<file path="config.mk">
export PLATFORM = sky130hd
export DESIGN_NAME = adc_code_to_temperature_unit
export DESIGN_NICKNAME = d
export VERILOG_FILES = /design/src/hw/rtl/adct_pkg.sv /design/src/hw/rtl/adct_divider.sv /design/src/hw/rtl/adc_code_to_temperature_unit.sv
export SDC_FILE = /design/constraint.sdc
export NUM_CORES = 1
export LEC_CHECK = 0
export BUFFER_PORTS_ARGS = -buffer_cell sky130_fd_sc_hd__clkbuf_2
export CAP_MARGIN = 15
export CORE_MARGIN = 3
export CORE_UTILIZATION = 45
export CTS_CLUSTER_DIAMETER = 120
export DETAILED_ROUTE_END_ITERATION = 6
export GPL_TIMING_DRIVEN = 0
export PLACE_DENSITY = 0.62
export SYNTH_ARGS = -nofsm -noshare
export SYNTH_HDL_FRONTEND = slang
export SYNTH_HIERARCHICAL = 1
export SYNTH_SLANG_ARGS = --single-unit
</file>
<file path="constraint.sdc">
create_clock -name clock -period 7.6 [get_ports clock]
set_input_delay 1.52 -clock clock [delete_from_list [all_inputs] [get_ports clock]]
set_output_delay 1.52 -clock clock [all_outputs]
set_load 0.02 [all_outputs]
</file>
<file path="src/hw/rtl/adct_pkg.sv">
`default_nettype none
// ----------------------------------------------------------------------------
// ADC code to temperature package
// Shared widths, the code/temperature lookup table and the sequencer states.
// ----------------------------------------------------------------------------
package adct_pkg;

   // Entries held in the lookup table and the index width that addresses it.
   localparam int ROM_SIZE    = 34;
   localparam int ROM_IDX_W   = 6;

   // Width of the codes stored in the table and of the code comparison.
   localparam int ROM_CODE_W  = 12;
   localparam int CMP_W       = 16;

   // Temperature format and table spacing.
   localparam int TEMP_W      = 18;
   localparam int FIRST_MILLI = -40000;
   localparam int STEP_MILLI  = 5000;

   // Divider geometry. The numerator is at most 16 * 5000, the divisor
   // (code distance of one segment) at most 16, and the quotient is at
   // most the step size of 5000, reached when the code sits on an entry.
   localparam int NUM_W       = 17;
   localparam int DEN_W       = 5;
   localparam int QUO_W       = 13;

   typedef enum logic [2:0] {
      ST_IDLE,
      ST_SEARCH,
      ST_START,
      ST_DIVIDE,
      ST_FINISH
   } adct_state_type;

   // Converter code of each table entry; codes fall as temperature rises.
   function automatic logic [ROM_CODE_W-1:0] rom_code(input logic [ROM_IDX_W-1:0] idx);
      logic [ROM_CODE_W-1:0] c;
      case (idx)
         6'd0:    c = 12'd3795;
         6'd1:    c = 12'd3787;
         6'd2:    c = 12'd3779;
         6'd3:    c = 12'd3769;
         6'd4:    c = 12'd3761;
         6'd5:    c = 12'd3751;
         6'd6:    c = 12'd3743;
         6'd7:    c = 12'd3733;
         6'd8:    c = 12'd3723;
         6'd9:    c = 12'd3713;
         6'd10:   c = 12'd3703;
         6'd11:   c = 12'd3693;
         6'd12:   c = 12'd3683;
         6'd13:   c = 12'd3673;
         6'd14:   c = 12'd3663;
         6'd15:   c = 12'd3651;
         6'd16:   c = 12'd3641;
         6'd17:   c = 12'd3629;
         6'd18:   c = 12'd3617;
         6'd19:   c = 12'd3605;
         6'd20:   c = 12'd3593;
         6'd21:   c = 12'd3581;
         6'd22:   c = 12'd3569;
         6'd23:   c = 12'd3555;
         6'd24:   c = 12'd3543;
         6'd25:   c = 12'd3529;
         6'd26:   c = 12'd3515;
         6'd27:   c = 12'd3501;
         6'd28:   c = 12'd3487;
         6'd29:   c = 12'd3471;
         6'd30:   c = 12'd3457;
         6'd31:   c = 12'd3441;
         6'd32:   c = 12'd3425;
         6'd33:   c = 12'd3409;
         default: c = 12'd0;
      endcase
      return c;
   endfunction

   // Temperature of each table entry in millidegrees Celsius.
   function automatic logic signed [TEMP_W-1:0] rom_milli(input logic [ROM_IDX_W-1:0] idx);
      return TEMP_W'(FIRST_MILLI + STEP_MILLI * int'(idx));
   endfunction

endpackage : adct_pkg
`default_nettype wire

</file>
<file path="src/hw/rtl/adct_divider.sv">
`default_nettype none
// ----------------------------------------------------------------------------
// ADC code to temperature divider
// Restoring divider that retires one quotient bit per clock cycle.
// ----------------------------------------------------------------------------
module adct_divider (
   input  wire logic                         clock,
   input  wire logic                         reset,
   input  wire logic                         start,
   input  wire logic [adct_pkg::NUM_W-1:0]   dividend,
   input  wire logic [adct_pkg::DEN_W-1:0]   divisor,
   output      logic                         done,
   output      logic [adct_pkg::QUO_W-1:0]   quotient
);
   import adct_pkg::*;

   localparam int CNT_W = $clog2(QUO_W + 1);

   logic                busy_ff, busy_in;
   logic                done_ff, done_in;
   logic [CNT_W-1:0]    cnt_ff, cnt_in;
   logic [DEN_W-1:0]    rem_ff, rem_in;
   logic [DEN_W-1:0]    div_ff, div_in;
   logic [QUO_W-1:0]    quo_ff, quo_in;
   logic [DEN_W:0]      trial;
   logic                fits;

   // The partial remainder is always below the divisor, so the shifted
   // trial value needs only one more bit.
   assign trial = {rem_ff, quo_ff[QUO_W-1]};
   assign fits  = (trial >= {1'b0, div_ff});

   always_comb begin
      busy_in = busy_ff;
      done_in = 1'b0;
      cnt_in  = cnt_ff;
      rem_in  = rem_ff;
      div_in  = div_ff;
      quo_in  = quo_ff;
      if (start) begin
         // The quotient is known to fit in QUO_W bits, so the upper
         // dividend bits are already a valid partial remainder.
         busy_in = 1'b1;
         cnt_in  = '0;
         rem_in  = DEN_W'(dividend[NUM_W-1:QUO_W]);
         quo_in  = dividend[QUO_W-1:0];
         div_in  = divisor;
      end else if (busy_ff) begin
         rem_in = fits ? DEN_W'(trial - {1'b0, div_ff}) : trial[DEN_W-1:0];
         quo_in = {quo_ff[QUO_W-2:0], fits};
         cnt_in = cnt_ff + CNT_W'(1);
         if (cnt_ff == CNT_W'(QUO_W - 1)) begin
            busy_in = 1'b0;
            done_in = 1'b1;
         end
      end
   end

   always_ff @(posedge clock) begin
      if (reset) begin
         busy_ff <= 1'b0;
         done_ff <= 1'b0;
         cnt_ff  <= '0;
      end else begin
         busy_ff <= busy_in;
         done_ff <= done_in;
         cnt_ff  <= cnt_in;
      end
      rem_ff <= rem_in;
      div_ff <= div_in;
      quo_ff <= quo_in;
   end

   assign done     = done_ff;
   assign quotient = quo_ff;

endmodule : adct_divider
`default_nettype wire

</file>
<file path="src/hw/rtl/adc_code_to_temperature_unit.sv">
`default_nettype none
// ----------------------------------------------------------------------------
// ADC code to temperature unit
// Converts a raw temperature-sensor code into millidegrees Celsius.
// ----------------------------------------------------------------------------
// One request transfer carries a converter code; one response transfer later
// returns the temperature in millidegrees Celsius as an 18-bit two's
// complement value. The code is located in a constant table of
// (code, temperature) pairs spaced 5000 millidegrees apart by a binary search
// that uses one shared comparator, one table probe per cycle. Codes at or
// above the first entry return -40000, codes below the last used entry return
// that entry's temperature, and anything in between is interpolated linearly
// with a quotient that truncates toward zero. The interpolation quotient comes
// from a restoring divider that produces one bit per cycle. A conversion runs
// from the request transfer until rsp_valid rises through the search, whose
// last step sees the bounds meet, the loading of the divider, the divider
// retiring its thirteen quotient bits and reporting done, and the loading of
// the response register once it is free; codes clamped at the table ends skip
// the divider. The unit works on one code at a time, so req_ready is low while
// a conversion is under way. The response sits in its own register, so a new
// request is taken while an earlier response still waits for rsp_ready.
// ----------------------------------------------------------------------------
module adc_code_to_temperature_unit #(
   parameter int TABLE_ENTRIES = 34,
   parameter int CODE_BITS     = 12
) (
   input  wire logic                                clock,
   input  wire logic                                reset,
   input  wire logic                                req_valid,
   output      logic                                req_ready,
   input  wire logic [CODE_BITS-1:0]                req_adc_code,
   output      logic                                rsp_valid,
   input  wire logic                                rsp_ready,
   output      logic signed [adct_pkg::TEMP_W-1:0]  rsp_temp_millicelsius
);
   import adct_pkg::*;

   // Number of table entries actually used and the width of a search bound,
   // which must also hold the "no entry matched" position.
   localparam int N     = (TABLE_ENTRIES < ROM_SIZE) ? TABLE_ENTRIES : ROM_SIZE;
   localparam int IDX_W = $clog2(N + 1);

   localparam logic signed [TEMP_W-1:0] FIRST_TEMP = rom_milli(ROM_IDX_W'(0));
   localparam logic signed [TEMP_W-1:0] LAST_TEMP  = rom_milli(ROM_IDX_W'(N - 1));

   adct_state_type              state_ff, state_in;
   logic [CODE_BITS-1:0]        code_ff, code_in;
   logic [IDX_W-1:0]            lo_ff, lo_in;
   logic [IDX_W-1:0]            hi_ff, hi_in;
   logic signed [TEMP_W-1:0]    result_ff, result_in;
   logic                        rsp_valid_ff, rsp_valid_in;
   logic signed [TEMP_W-1:0]    rsp_temp_ff, rsp_temp_in;

   logic [IDX_W-1:0]            mid;
   logic                        at_or_below;
   logic                        found;
   logic                        clamp_low;
   logic                        clamp_high;
   logic [ROM_IDX_W-1:0]        seg_lo;
   logic [ROM_IDX_W-1:0]        seg_hi;
   logic [CMP_W-1:0]            dist_hi;
   logic [CMP_W-1:0]            seg_span;
   logic [NUM_W-1:0]            numerator;
   logic                        div_start;
   logic                        div_done;
   logic [QUO_W-1:0]            quotient;
   logic                        out_free;
   logic                        accept;

   assign accept   = req_valid && req_ready;
   assign out_free = !rsp_valid_ff || rsp_ready;

   // The search narrows [lo, hi] to the first entry whose code is at or
   // below the input; hi equal to N means no entry qualified. The midpoint
   // is formed from the distance between the bounds so it never overflows.
   assign mid         = lo_ff + ((hi_ff - lo_ff) >> 1);
   assign at_or_below = CMP_W'(rom_code(ROM_IDX_W'(mid))) <= CMP_W'(code_ff);
   assign found       = (lo_ff == hi_ff);
   assign clamp_low   = (lo_ff == '0);
   assign clamp_high  = (lo_ff == IDX_W'(N));

   // Bracketing segment: seg_hi has the larger code, seg_lo the smaller.
   assign seg_lo   = ROM_IDX_W'(lo_ff);
   assign seg_hi   = ROM_IDX_W'(lo_ff - IDX_W'(1));
   assign dist_hi  = CMP_W'(rom_code(seg_hi)) - CMP_W'(code_ff);
   assign seg_span = CMP_W'(rom_code(seg_hi)) - CMP_W'(rom_code(seg_lo));

   // Temperature rises by one fixed step per segment, so the numerator is a
   // multiply by a constant of the small code distance.
   assign numerator = NUM_W'(dist_hi[DEN_W-1:0]) * NUM_W'(STEP_MILLI);

   adct_divider u_divider (
      .clock    (clock),
      .reset    (reset),
      .start    (div_start),
      .dividend (numerator),
      .divisor  (seg_span[DEN_W-1:0]),
      .done     (div_done),
      .quotient (quotient)
   );

   // Next state.
   always_comb begin
      state_in = state_ff;
      case (state_ff)
         ST_IDLE: begin
            if (accept) begin
               state_in = ST_SEARCH;
            end
         end
         ST_SEARCH: begin
            if (found) begin
               state_in = (clamp_low || clamp_high) ? ST_FINISH : ST_START;
            end
         end
         ST_START: begin
            state_in = ST_DIVIDE;
         end
         ST_DIVIDE: begin
            if (div_done) begin
               state_in = ST_FINISH;
            end
         end
         ST_FINISH: begin
            if (out_free) begin
               state_in = ST_IDLE;
            end
         end
         default: begin
            state_in = ST_IDLE;
         end
      endcase
   end

   // Control outputs.
   always_comb begin
      req_ready = 1'b0;
      div_start = 1'b0;
      case (state_ff)
         ST_IDLE:  req_ready = 1'b1;
         ST_START: div_start = 1'b1;
         default: begin
            req_ready = 1'b0;
            div_start = 1'b0;
         end
      endcase
   end

   // Datapath registers.
   always_comb begin
      code_in      = code_ff;
      lo_in        = lo_ff;
      hi_in        = hi_ff;
      result_in    = result_ff;
      rsp_valid_in = rsp_valid_ff;
      rsp_temp_in  = rsp_temp_ff;
      if (rsp_valid_ff && rsp_ready) begin
         rsp_valid_in = 1'b0;
      end
      case (state_ff)
         ST_IDLE: begin
            if (accept) begin
               code_in = req_adc_code;
               lo_in   = '0;
               hi_in   = IDX_W'(N);
            end
         end
         ST_SEARCH: begin
            if (found) begin
               if (clamp_low) begin
                  result_in = FIRST_TEMP;
               end else if (clamp_high) begin
                  result_in = LAST_TEMP;
               end
            end else if (at_or_below) begin
               hi_in = mid;
            end else begin
               lo_in = mid + IDX_W'(1);
            end
         end
         ST_DIVIDE: begin
            if (div_done) begin
               result_in = rom_milli(seg_hi) + $signed({{(TEMP_W-QUO_W){1'b0}}, quotient});
            end
         end
         ST_FINISH: begin
            if (out_free) begin
               rsp_valid_in = 1'b1;
               rsp_temp_in  = result_ff;
            end
         end
         default: begin
            code_in = code_ff;
         end
      endcase
   end

   always_ff @(posedge clock) begin
      if (reset) begin
         state_ff     <= ST_IDLE;
         rsp_valid_ff <= 1'b0;
      end else begin
         state_ff     <= state_in;
         rsp_valid_ff <= rsp_valid_in;
      end
      code_ff     <= code_in;
      lo_ff       <= lo_in;
      hi_ff       <= hi_in;
      result_ff   <= result_in;
      rsp_temp_ff <= rsp_temp_in;
   end

   assign rsp_valid             = rsp_valid_ff;
   assign rsp_temp_millicelsius = rsp_temp_ff;

endmodule : adc_code_to_temperature_unit
`default_nettype wire
</file>
# ---- Yosys cells after proc, flatten, opt, wreduce, memory -nomap -nowiden
# Memory sizes are Yosys's and may differ from the RTL's. A register that Yosys moved wholly into a read port is not among the register bits.
# Index checks and enable logic that the tools add are counted.
dict set report totals {
  rom_bits 3072
  out_inout_bits 20
  mem_count 4
  register_bits 93
}
# memory words width rd rd_clocked_by_memory_dff write_ports line_no
set mem_list {}
lappend mem_list {{(no name shown)} 64 12 1 1 0 adct_pkg.sv:39} ;# case (idx)
lappend mem_list {{(no name shown)} 64 12 1 0 0 adct_pkg.sv:39}
lappend mem_list {{(no name shown)} 64 12 1 0 0 adct_pkg.sv:39}
lappend mem_list {{(no name shown)} 64 12 1 0 0 adct_pkg.sv:39}
dict set report op_classes {
  n_addsub 10
  n_eq_ne 15
  n_lt_le_gt_ge 2
  reduce_logical 18
  multipliers 2
  bitwise_logic 1
  mux 34
}
# op count
set ops {}
lappend ops {{$mux W18} 4}
lappend ops {{$mux W6} 7}
lappend ops {{$pmux W18 S2} 1}
lappend ops {{$mux W13} 2}
lappend ops {{$pmux W6 S2} 2}
lappend ops {{$add A17 B18 Y18 const A} 1}
lappend ops {{$add A18 B14 Y18} 1}
lappend ops {{$reduce_and A4 Y1} 4}
lappend ops {{$mul A10 B6 Y15 const A} 1}
lappend ops {{$mux W3} 5}
lappend ops {{$pmux W3 S5} 1}
lappend ops {{$sub A5 B5 Y5} 3}
lappend ops {{$mul A5 B10 Y14 const B} 1}
lappend ops {{$le A12 B12 Y1} 1}
lappend ops {{$ne A2 B2 Y1 const B} 6}
lappend ops {{$mux W1} 9}
lappend ops {{$mux W4} 2}
lappend ops {{$add A6 B1 Y6 const B} 1}
lappend ops {{$add A6 B5 Y6} 1}
lappend ops {{$eq A3 B2 Y1 const B} 2}
lappend ops {{$eq A6 B6 Y1} 1}
lappend ops {{$eq A6 B6 Y1 const B} 1}
lappend ops {{$ge A6 B5 Y1} 1}
lappend ops {{$logic_not A6 Y1} 1}
lappend ops {{other kinds (18)} 23}

# ---- Logic depth before layout (Yosys ltp)
# An unclocked memory read counts as a cell.
dict set report logic_depth {
  depth_word 8
  ltp_mapped 30
  ltp_nobuf 29
}

# ---- Cells and area by module
# Netlist, hierarchy kept.
# mod seq_area_each_um2 area_each_um2 cells_per_inst instances
set by_module_without_submodules {}
lappend by_module_without_submodules {adc_code_to_temperature_unit 1981.9 6812.8 718 1}
lappend by_module_without_submodules {adct_divider 800.8 1433.9 114 1}

# ---- Worst setup path before layout
# No wires, ideal clock.
dict set report synth_path {
  path_type {register -> register}
  start {register lo_ff[1]}
  end {register u_divider.rem_ff[3], data pin}
  setup_ps 263
  synth_period_minus_slack_ps 6629
  t_required_ps 7337
  arrival_ps 6366
  path_buffers 0
  setup_slack_ps 971
  path_stages_with_launch 30
  path_cell_list {edfxtp_1 -> inv_1 -> ha_1 -> inv_1 -> nor3_1 -> xnor2_1 -> inv_1 -> mux2i_1 -> nand2_1 -> inv_1 -> fa_1 -> a21o_1 -> a21oi_1 -> xnor2_1 -> xnor2_1 -> fa_1 -> ha_1 -> ha_1 -> ha_1 -> inv_1 -> nor2_1 -> nor2_1 -> o21bai_1 -> a21oi_1 -> o21bai_1 -> a21oi_1 -> xnor2_1 -> and2_1 -> a41oi_2 -> o31ai_2}
}
dict set report synth_via {
  elab_chain_cells 5
}
# item line_no
set synth_rtl {}
lappend synth_rtl {{start, declared} adc_code_to_temperature_unit.sv:48} ;# logic [IDX_W-1:0] lo_ff, lo_in;
lappend synth_rtl {{start signal, assigned} adc_code_to_temperature_unit.sv:207} ;# lo_ff <= lo_in;
lappend synth_rtl {{$sub A6 B1 Y6} adc_code_to_temperature_unit.sv:84} ;# assign seg_hi = ROM_IDX_W'(lo_ff - IDX_W'(1));
lappend synth_rtl {{$mem_v2 Z64 W12} n/a}
lappend synth_rtl {{$sub A5 B5 Y5} adc_code_to_temperature_unit.sv:85} ;# assign dist_hi = CMP_W'(rom_code(seg_hi)) - CMP_W'(code_ff);
lappend synth_rtl {{$mul A5 B10 Y14} adc_code_to_temperature_unit.sv:90} ;# assign numerator = NUM_W'(dist_hi[DEN_W-1:0]) * NUM_W'(STEP_MILLI);
lappend synth_rtl {{via numerator[16]} adc_code_to_temperature_unit.sv:63} ;# logic [NUM_W-1:0] numerator;
lappend synth_rtl {{$mux W4} adct_divider.sv:40} ;# if (start) begin
lappend synth_rtl {{via u_divider.rem_in[3]} adct_divider.sv:22} ;# logic [DEN_W-1:0] rem_ff, rem_in;
lappend synth_rtl {{end signal, assigned} adct_divider.sv:69} ;# rem_ff <= rem_in;
lappend synth_rtl {{end, declared} adct_divider.sv:22}
# The timed path passes the listed nets, and every way through them passes these cells.
# A chain may end at the register's enable or synchronous reset.

==> summary.md <==
| Metric | Value |
|---|---|
| Initial antenna violation count | 0 |
| Synth Warn # | 6 |
| Fraction of layout cells with a size suffix above 1 | 0.130 |
| Via count | 6048 |
| Slew Viols, Final | 0 |
| 1st-iter DRT viols | 260 |
| Finished Layout Cells | 1122 |
| Fmax | 0.141 GHz |
| Fillers | 1663 |
| Nets | approximately 1000 |
| Post-Synthesis Cells | 832 |
| Max-slew headroom | 0.259 |
| Post-synth EDFFs | 82 |
| Setup CP Type | flop to flop |
| Longest Clk Path Bufs | 2 |
| Hold Crit Class | flop to flop |
| Vias/cell | 5.39 |
| # rows | 48 |
| Clock sink count | 98 |
| Number of port buffers | 35 |
| GRT Residual Overflow | 0 |
| Sequential area share after synthesis | 0.337 |
| Vias in the first global route | 5820 |
| Initial core utilization | 0.469 |
| Syn-to-layout area delta | 10.7% |
| RD Place Congestion | 0.906 |
| CP Capture Type | flop |
| Slew @ Worst Pin | 1.10 ns |
| Die H | ~140 µm |
| Synth unique cells | 76 |
| Die X | 141 µm |
| Largest net degree at the start of global routing | 20 |
| Arr. time, crit path | about 7.3 ns |
| Drt drc | 0 |
| Critical Path RT | roughly 8 ns |
| Detail Route Antenna Nets | 0 |
| WL final | 17.2 mm |
| Max Cap Violations | 0 |
| Crit-path max cell delay | 0.52 ns |
| Hold Fails Final Rpt | 0 |
| Inserted Clock Buffers | 9 |
| Setup tns final | 0 ns |
| Worst setup SP type | flop |
| RSZ-0062 raised after global routing | no |
| Cell Area, Synth | approximately 8200 µm² |
| GRT Total Usage | 0.176 |
| Number of synthesized register bits | between 90 and 100 |
| Syn Area/Cell | 9.91 µm² |
| Routed len/inst | between 15 and 20 µm |
| Dpl hpwl | 13.5 mm |
| IO Count | 36 |
| CP max FO | 10 |
| First-pass DRT Iterations | 5 |
| Status | finished clean |
| Final period utilization | 0.932 |
| Final setup vio count | 0 |
| N_diodes | 0 |
| CTS root buf | clkbuf_16 |
| TritonCTS clock tree | yes |
| H-tree Lvls | 3 |
| Clk Latency, worst-skew pair | ~0.36 ns |
| Slowest CP cell | a21boi_0 |
| Prevailing post-synth register cell | edfxtp_1 |
| Ys async rst share | 0 |
| Most used cell along the critical path | ha_1 |
| Core area | roughly 18000 µm² |
| Clock Skews | 0.0118 ns |
| Final worst path period need | 7.08 ns |
| Reg clk slew, reported paths | 0.08 ns |
| First-pass GRT wire length | 28.6 mm |
| Die ar. | 20000 µm² |
| Placed cell count | 1095 |
[registers in the layout, summed over array words and instances, names as in the netlist, named ones only]
register / cells
result_ff: 18
rsp_temp_millicelsius: 18
u_divider/quotient: 13
code_ff: 12
hi_ff: 6
lo_ff: 6
u_divider/div_ff: 5
u_divider/rem_ff: 5
u_divider/cnt_ff: 4
state_ff: 3
rsp_valid: 1
u_divider/busy_ff: 1
u_divider/done: 1
[critical path, delay by kind of cell, from the launching register on]
kind	cells	cell delay, ns
AOI/OAI and AO/OA	8	2.34
buffers and inverters	6	1.52
adders and majority gates	4	1.47
xor gates and xnor gates	2	0.63
and+or+nand+nor	4	0.49
DFF	1	0.35
muxes	1	0.16
[path summary, 6_finish.rpt]
check,startpoint,endpoint,slack (ns),depth (start not counted)
worst max-delay path,lo_ff[2]$_DFFE_PN_,flop,0.52,25
worst max register to register,lo_ff[2]$_DFFE_PN_,flop,0.52,25
worst min-delay path,result_ff[11]$_DFFE_PP_,rsp_temp_millicelsius[11]$_DFFE_PP_,0.42,0
worst min register to register,result_ff[11]$_DFFE_PP_,rsp_temp_millicelsius[11]$_DFFE_PP_,0.42,0
[final cells by class]
type                            instances  area (µm²)  share of cell area
Multi-Input combinational cell        613        5000               0.548
Buffer                                 26         126              0.0138
Tap cell                              225         282              0.0308
Clock inverter                          7        71.3             0.00781
Sequential cell                        98        2780               0.305
Clock buffer                            9         225              0.0247
Inverter                               97         367              0.0402
Timing Repair Buffer                   47         269              0.0295
[layer usage]
metal  up-vias  global-route usage  share of wire  routed length, µm
li1       3114                   -              -                  -
met1      2810               0.234           0.47               8030
met2       108               0.304           0.48               8310
met3        16              0.0226          0.035                595
met4         0              0.0470          0.013                225
met5         -                   0              0                  0
[synth_stat cells (5+ instances only)]
cell	number	share of area
mux2_2	15	0.020
nand3_1	13	0.0079
ha_1	123	0.19
buf_2	5	0.0030
nor3_1	16	0.0097
xor2_1	18	0.019
a31oi_1	7	0.0053
a21o_1	14	0.013
mux2i_1	9	0.011
and3_1	7	0.0053
xnor2_1	37	0.039
nand2b_1	7	0.0053
o31ai_1	5	0.0046
dfxtp_1	16	0.039
clkbuf_1	18	0.0082
o211ai_1	11	0.010
a211oi_1	9	0.0082
fa_1	17	0.041
or2_2	7	0.0053
inv_1	95	0.043
nand4_1	9	0.0068
a311oi_1	5	0.0053
nand2_1	44	0.020
o21bai_1	9	0.0082
edfxtp_1	82	0.30
o21ai_0	30	0.018
a21oi_1	62	0.038
and2_1	8	0.0061
nor2_1	58	0.026
[metrics by stage]
stage | area [µm²] | hold slack (ns) | worst slack (ns) | util
after floorplan | 8250 | 0.400 | 0.971 | -
after global placement | 8710 | 0.400 | -0.280 | 0.495
after detailed placement | 8730 | 0.405 | -0.253 | 0.496
after CTS | 9040 | 0.418 | 0.0450 | 0.514
after global routing | 9130 | 0.421 | 0.00685 | 0.519
final | 9130 | 0.417 | 0.516 | 0.519
[cell usage in the layout (no fill, tap or decap), drive strengths merged, types with 4 or more instances in the layout]
| cell type | count |
|---|---|
| a211oi | 9 |
| a21o | 14 |
| a21oi | 64 |
| a311oi | 5 |
| a31oi | 7 |
| and2 | 9 |
| and3 | 7 |
| buf | 20 |
| clkbuf | 62 |
| dfxtp | 16 |
| edfxtp | 82 |
| fa | 17 |
| ha | 123 |
| inv | 100 |
| mux2 | 15 |
| mux2i | 10 |
| nand2 | 44 |
| nand2b | 7 |
| nand3 | 13 |
| nand4 | 9 |
| nor2 | 58 |
| nor3 | 18 |
| nor4 | 4 |
| o211ai | 11 |
| o21ai | 34 |
| o21bai | 10 |
| o311ai | 4 |
| o31ai | 6 |
| or2 | 8 |
| xnor2 | 38 |
| xor2 | 20 |
[timing repair]
item | in CTS | in global routing
hold buffers | 0 | 0
setup buffers | 0 | 11
resized for setup | 2 | 1
setup endpoints to repair | 1 | 3
pin swaps | 0 | 1
[logic make-up after synthesis]
group | share of synthesized area
flops | 0.337
compound gates | 0.160
xor+xnor | 0.0657
simple gates | 0.113
buf+inv | 0.0598
mux | 0.0358
other cells | 0.000455
fa+ha+maj | 0.228
Power is not shown: default switching activity piles up to over one toggle a cycle in this logic, so the estimate is an artifact.
